### config.mk
export PLATFORM = sky130hd
export DESIGN_NAME = wwgs_ctrl
export DESIGN_NICKNAME = d
export VERILOG_FILES = /design/src/design/wwgs_pkg.sv /design/src/design/wwgs_ctrl.sv
export VERILOG_INCLUDE_DIRS = /design/src /design/src/design
export SDC_FILE = /design/constraint.sdc
export NUM_CORES = 1
export LEC_CHECK = 0
export BUFFER_PORTS_ARGS = -buffer_cell sky130_fd_sc_hd__buf_2
export CAP_MARGIN = 10
export CORE_AREA = 2 2 39 41
export DETAILED_ROUTE_END_ITERATION = 10
export DIE_AREA = 0 0 41 43
export GPL_TIMING_DRIVEN = 0
export HOLD_SLACK_MARGIN = 0.1
export SYNTH_ARGS = -nofsm -noshare
export SYNTH_HDL_FRONTEND = slang
export SYNTH_SLANG_ARGS = --single-unit
### constraint.sdc
create_clock -name clk -period 1.4 [get_ports clk]
set_input_delay 0.28 -clock clk [delete_from_list [all_inputs] [get_ports clk]]
set_output_delay 0.28 -clock clk [all_outputs]
set_load 0.02 [all_outputs]
### src/design/wireworld_grid_stepper_assert.svh
// assertion macros used by the wireworld grid stepper controller
`ifndef WIREWORLD_GRID_STEPPER_ASSERT_SVH
`define WIREWORLD_GRID_STEPPER_ASSERT_SVH

// same-cycle implication
`define WWGS_ASSERT_NOW(label, ck, rn, ante, cons) \
    label: assert property (@(posedge ck) disable iff (!rn) (ante) |-> (cons)) \
        else $error("wireworld grid stepper check failed");

// next-cycle implication
`define WWGS_ASSERT_NEXT(label, ck, rn, ante, cons) \
    label: assert property (@(posedge ck) disable iff (!rn) (ante) |=> (cons)) \
        else $error("wireworld grid stepper check failed");

`endif

### src/design/wwgs_pkg.sv
// types, constants and the cell update function of the wireworld grid stepper
package wwgs_pkg;

    localparam int CFG_W = 7;
    localparam int GEN_W = 16;
    localparam int MIN_DIM = 3;
    localparam logic [CFG_W-1:0] DIM_RESET = 7'd64;

    localparam logic [1:0] CELL_BLANK  = 2'd0;
    localparam logic [1:0] CELL_COPPER = 2'd1;
    localparam logic [1:0] CELL_HEAD   = 2'd2;
    localparam logic [1:0] CELL_TAIL   = 2'd3;

    typedef enum logic [1:0] {
        REQ_WRITE = 2'd0,
        REQ_RUN   = 2'd1,
        REQ_READ  = 2'd2
    } req_t;

    typedef enum logic [0:0] {
        CFG_WIDTH  = 1'b0,
        CFG_HEIGHT = 1'b1
    } cfg_idx_t;

    typedef enum logic [1:0] {
        OUT_ZERO,
        OUT_BAD,
        OUT_CELL
    } out_sel_t;

    typedef enum logic [1:0] {
        ST_IDLE,
        ST_READ,
        ST_RUN
    } state_t;

    typedef struct packed {
        logic     cell_wr;
        logic     cell_rd;
        logic     run_start;
        logic     sweep;
        logic     gen_end;
        logic     load_out;
        out_sel_t out_sel;
    } dp_cmd_t;

    typedef struct packed {
        logic addr_bad;
        logic gen_zero;
        logic sweep_last;
        logic gens_last;
        logic changed_any;
    } dp_stat_t;

    function automatic logic [1:0] next_cell(input logic [1:0] cur, input logic [7:0] heads);
        logic [3:0] n;
        logic [1:0] res;
        n = '0;
        for (int i = 0; i < 8; i++)
        begin
            n = n + 4'(heads[i]);
        end
        case (cur)
            CELL_BLANK: res = CELL_BLANK;
            CELL_HEAD:  res = CELL_TAIL;
            CELL_TAIL:  res = CELL_COPPER;
            default:    res = (n == 4'd1 || n == 4'd2) ? CELL_HEAD : CELL_COPPER;
        endcase
        return res;
    endfunction

endpackage

### src/design/wwgs_ctrl.sv
// controller: request decode, run sequencing and output handshake
module wwgs_ctrl (
    input  logic                  clk,
    input  logic                  rst_n,
    input  logic                  in_valid,
    output logic                  in_ready,
    input  logic [1:0]            req_type,
    output logic                  out_valid,
    input  logic                  out_ready,
    input  wwgs_pkg::dp_stat_t    stat,
    output wwgs_pkg::dp_cmd_t     cmd
);

    `include "wireworld_grid_stepper_assert.svh"

    wwgs_pkg::state_t state_reg;
    wwgs_pkg::state_t state_next;
    logic             out_valid_reg;
    logic             out_valid_next;
    logic             accept;

    assign in_ready = (state_reg == wwgs_pkg::ST_IDLE) && (!out_valid_reg || out_ready);
    assign accept = in_valid && in_ready;
    assign out_valid = out_valid_reg;

    always_ff @(posedge clk or negedge rst_n)
    begin
        if (!rst_n)
        begin
            state_reg <= wwgs_pkg::ST_IDLE;
            out_valid_reg <= 1'b0;
        end
        else
        begin
            state_reg <= state_next;
            out_valid_reg <= out_valid_next;
        end
    end

    always_comb
    begin
        state_next = state_reg;
        cmd = '0;
        cmd.out_sel = wwgs_pkg::OUT_ZERO;
        unique case (state_reg)
            wwgs_pkg::ST_IDLE:
            begin
                if (accept)
                begin
                    unique case (wwgs_pkg::req_t'(req_type))
                        wwgs_pkg::REQ_WRITE:
                        begin
                            cmd.load_out = 1'b1;
                            if (stat.addr_bad)
                            begin
                                cmd.out_sel = wwgs_pkg::OUT_BAD;
                            end
                            else
                            begin
                                cmd.cell_wr = 1'b1;
                            end
                        end
                        wwgs_pkg::REQ_READ:
                        begin
                            if (stat.addr_bad)
                            begin
                                cmd.load_out = 1'b1;
                                cmd.out_sel = wwgs_pkg::OUT_BAD;
                            end
                            else
                            begin
                                cmd.cell_rd = 1'b1;
                                state_next = wwgs_pkg::ST_READ;
                            end
                        end
                        wwgs_pkg::REQ_RUN:
                        begin
                            if (stat.gen_zero)
                            begin
                                cmd.load_out = 1'b1;
                            end
                            else
                            begin
                                cmd.run_start = 1'b1;
                                state_next = wwgs_pkg::ST_RUN;
                            end
                        end
                        default:
                        begin
                            cmd.load_out = 1'b1;
                        end
                    endcase
                end
            end
            wwgs_pkg::ST_READ:
            begin
                cmd.load_out = 1'b1;
                cmd.out_sel = wwgs_pkg::OUT_CELL;
                state_next = wwgs_pkg::ST_IDLE;
            end
            wwgs_pkg::ST_RUN:
            begin
                cmd.sweep = 1'b1;
                if (stat.sweep_last)
                begin
                    cmd.gen_end = 1'b1;
                    if (!stat.changed_any || stat.gens_last)
                    begin
                        cmd.load_out = 1'b1;
                        state_next = wwgs_pkg::ST_IDLE;
                    end
                end
            end
            default:
            begin
                state_next = wwgs_pkg::ST_IDLE;
            end
        endcase
    end

    always_comb
    begin
        out_valid_next = out_valid_reg;
        if (cmd.load_out)
        begin
            out_valid_next = 1'b1;
        end
        else if (out_ready)
        begin
            out_valid_next = 1'b0;
        end
    end

    // a result only lands in a free output slot
    `WWGS_ASSERT_NOW(a_load_slot_free, clk, rst_n, cmd.load_out, (!out_valid_reg || out_ready))
    // a cell read answers on the following cycle
    `WWGS_ASSERT_NEXT(a_read_one_cycle, clk, rst_n, (state_reg == wwgs_pkg::ST_READ), ((state_reg == wwgs_pkg::ST_IDLE) && out_valid_reg))
    // an empty run answers at once
    `WWGS_ASSERT_NEXT(a_empty_run, clk, rst_n, (accept && (req_type == wwgs_pkg::REQ_RUN) && stat.gen_zero), (out_valid_reg && (state_reg == wwgs_pkg::ST_IDLE)))

endmodule

==> tab_implementation.tex <==
\begin{tabular}{lr}
\hline
Metric & Value \\
\hline
\multicolumn{2}{l}{\textbf{Outcome}} \\
\quad Result of the run & finished with violations \\
\quad Failing checks & setup timing \\
\multicolumn{2}{l}{\textbf{Routing}} \\
\quad Via density & roughly 4.5 \\
\quad Final wirelength & 926 microns \\
\quad Post-DR wirelength/cell & $\sim$11 microns \\
\quad Antenna violation net count after detailed routing & 0 \\
\quad Count of vias placed by the detailed router & around 400 \\
\quad First-pass iteration count of the detailed router & 3 \\
\quad Initial DRC Count & 7 \\
\quad \# DRC & 0 \\
\multicolumn{2}{l}{\textbf{Timing}} \\
\quad Final-report hold violation count & 0 \\
\quad Max-Slew Margin vs Limit & about 87\% \\
\quad Highest clock frequency the design can meet & $\sim$630 MHz \\
\quad Number of failing setup endpoints in the final timing report & 7 \\
\quad Minimum period implied by the final worst setup slack & approximately 1.6 ns \\
\quad RSZ-0062 raised after global routing & true \\
\quad Pins Over Slew Limit & 0 \\
\quad Hold slack final & approximately 0.34 ns \\
\quad Fin crit share & 113\% \\
\quad Final setup slack of the worst path & -0.186 ns \\
\quad Worst-Margin Slew & around 0.20 ns \\
\quad Skew final & around 0.002 ns \\
\multicolumn{2}{l}{\textbf{Critical path}} \\
\quad Data required, critical path & approximately 1.1 ns \\
\quad Sort of element at the start of the critical path & flip-flop \\
\quad Crit path capture type & primary output \\
\quad Crit Path Max Fanout & 3 \\
\quad Arrival time worst endpoint & roughly 1.3 ns \\
\quad Kind of critical path & reg2out \\
\multicolumn{2}{l}{\textbf{Layout}} \\
\quad Layout-stage area growth over the synthesis result & 95.5\% \\
\quad Max FFs per register & 2 \\
\quad Share of post-route cells with drive strength above 1 & approximately 70\% \\
\quad Antenna diode instance count & 0 \\
\quad Net count of the finished layout & just under 90 \\
\multicolumn{2}{l}{\textbf{Power and ir drop}} \\
\quad Max VDD drop & approximately 360 uV \\
\quad Power per cell area & between 800 and 900 nW/um\^{}2 \\
\quad Reported leakage power & around 0.34 nW \\
\quad Tot Pwr & between 0.0005 and 0.0006 W \\
\multicolumn{2}{l}{\textbf{Clocking}} \\
\quad TritonCTS clock tree & built \\
\quad Root Driver & sky130\_fd\_sc\_hd\_\_clkbuf\_4 \\
\quad CTS Sinks & 3 \\
\quad Clock tree buffer depth & 2 \\
\quad Insertion delay to the later sink of the worst-skew pair & 0.24 ns \\
\quad Total clock buffers created by CTS & 3 \\
\quad Reg clk slew, reported paths & about 0.040 ns \\
\quad Number of levels the H-tree was split into & 1 \\
\multicolumn{2}{l}{\textbf{Yosys}} \\
\quad Mapped Nets & 54 \\
\quad Commonest cells in the synthesized netlist & 5 x sky130\_fd\_sc\_hd\_\_ha\_1, 4 x sky130\_fd\_sc\_hd\_\_inv\_1, 4 x sky130\_fd\_sc\_hd\_\_nand2\_1 \\
\quad Mean Syn Cell Area & about 9.5 sq um \\
\quad Library cell with the largest summed area after synthesis & sky130\_fd\_sc\_hd\_\_dfrtp\_1 \\
\quad Post-synthesis instance area & about 360 sq um \\
\quad Unique cell type count in the Yosys netlist & 22 \\
\quad Number of instances in the synthesized netlist & 38 \\
\quad Total number of yosys warnings & 0 \\
\quad Yosys reg bits & 3 \\
\quad Leading cell types by total area after synthesis & sky130\_fd\_sc\_hd\_\_dfrtp\_1 21\%, sky130\_fd\_sc\_hd\_\_ha\_1 17\%, sky130\_fd\_sc\_hd\_\_nor3b\_2 6.9\% \\
\quad Share of the synthesized area in the top cell type & about a fifth \\
\quad Share of the yosys chip area belonging to registers & approximately a fifth \\
\quad Most repeated cell in the gate-level netlist after synthesis & sky130\_fd\_sc\_hd\_\_ha\_1 \\
\quad Share of synthesized flip-flops with an asynchronous set or reset & between 90\% and 100\% \\
\quad Top flip-flop cell by instance count after synthesis & sky130\_fd\_sc\_hd\_\_dfrtp\_1 \\
\quad Number of flops mapped to enable cells by yosys & 0 \\
\multicolumn{2}{l}{\textbf{Global route}} \\
\quad Global routing usage summed across all routing layers & 11.6\% \\
\quad Maximum number of pins on one net before global-route repair & 6 \\
\quad Number of global-route vias before repair & approximately 370 \\
\quad Number of antenna violations at the first check in global routing & 0 \\
\quad Wire length of the first global-routing pass & around 1.4 mm \\
\quad Final global-route overflow total & 0 \\
\multicolumn{2}{l}{\textbf{Floorplanning}} \\
\quad Starting Density & 26.2\% \\
\quad Die Y & 43 microns \\
\quad Die area & about 1800 sq um \\
\quad Number of core rows & 14 \\
\quad Die boundary width & slightly above 40 microns \\
\quad Ports & 21 \\
\quad Core ar. & about 1400 sq um \\
\multicolumn{2}{l}{\textbf{Worst hold path}} \\
\quad Hold crit path type & in2reg \\
\multicolumn{2}{l}{\textbf{Placement}} \\
\quad Count of buffers inserted at the top-level ports & 20 \\
\quad Routability congestion estimate from global placement & between 0.6 and 0.7 \\
\quad Detailed placement HPWL & 621 microns \\
\multicolumn{2}{l}{\textbf{Run}} \\
\quad Maximum capacitance violations & 0 \\
\hline
\end{tabular}
placed cells by master, fill, tap and decap left out, drive strengths merged, types with 2 or more instances in the layout:
cell type / count
nor2b: 2
buf: 29
nand2b: 2
nor2: 2
nand2: 4
clkbuf: 4
and2: 2
dfrtp: 3
nor3b: 2
nand3: 4
ha: 5
inv: 4
cell type report:
class                      instances  area (sq um)
clock buffer                       4          26.3
fill                             125           674
inverter                           4          20.0
multi-input combinational         30           325
sequential                         3          77.6
tap                               16          20.0
timing repair buffer              30           240
path summary, 6_finish.rpt:
check,endpoint,slack [ns],startpoint,depth (start not counted)
worst max-delay path,cmd[2],-0.19,state_reg[0],5
worst min-delay path,state_reg[1],0.34,stat[2],3
worst max register to register,state_reg[0],0.18,state_reg[0],6
worst min register to register,out_valid,0.60,out_valid,2
max in group asynchronous,state_reg[1],0.91,rst_n,2
min in group asynchronous,out_valid,0.38,rst_n,2
power breakdown:
part	internal, W	total (W)	switching (W)	leakage, nW
clock network	0.000107	0.000160	0.0000526	0.0150
logic	0.000148	0.000299	0.000151	0.290
registers	0.000100	0.000112	0.0000119	0.0361
what timing repair did:
item,4_1_cts,5_1_grt
gates resized for setup,31,2
hold buffers,1,0
buffers inserted,7,2
setup endpoints to repair,7,8
pin swaps,9,2
endpoints found under the hold margin,3,0
routing by layer:
layer	share of wire (%)	global-route usage, %	wire length, microns
met5	0	0	0
met4	1.5	8.00	14
met3	3.9	3.14	36
met2	53	19.7	495
met1	41	11.2	379
stage by stage:
stage          instances  TNS (ns)  cell area, sq um  util, %  setup slack [ns]
4_1_cts               85    -0.742               688     49.7            -0.181
2_1_floorplan         38  -0.00953               383        -          -0.00953
6_report              87    -0.772               709     51.3            -0.186
5_1_grt               87     -1.17               709     51.3            -0.231
3_3_place_gp          74    -0.333               503     36.3            -0.308
3_5_place_dp          74    -0.360               503     36.3            -0.315
critical path, cell delays in order, from the launching register on:
cell and delay [ns]:
sky130_fd_sc_hd__dfrtp_2 0.43, sky130_fd_sc_hd__nor2_4 0.15, sky130_fd_sc_hd__buf_4 0.13, sky130_fd_sc_hd__o2111ai_2 0.13
sky130_fd_sc_hd__nand2_1 0.10, sky130_fd_sc_hd__buf_6 0.12
logic make-up (layout without fill, tap and decap cells):
logic type	Yosys count	count (layout)	synth area share, %
AOI/OAI and AO/OA	5	5	12.1
adders and majority gates	5	5	17.2
buffers and inverters	5	38	6.21
DFF	3	3	20.7
and+or+nand+nor	20	20	43.8
Note: power is estimated with default switching activity, not from simulation.
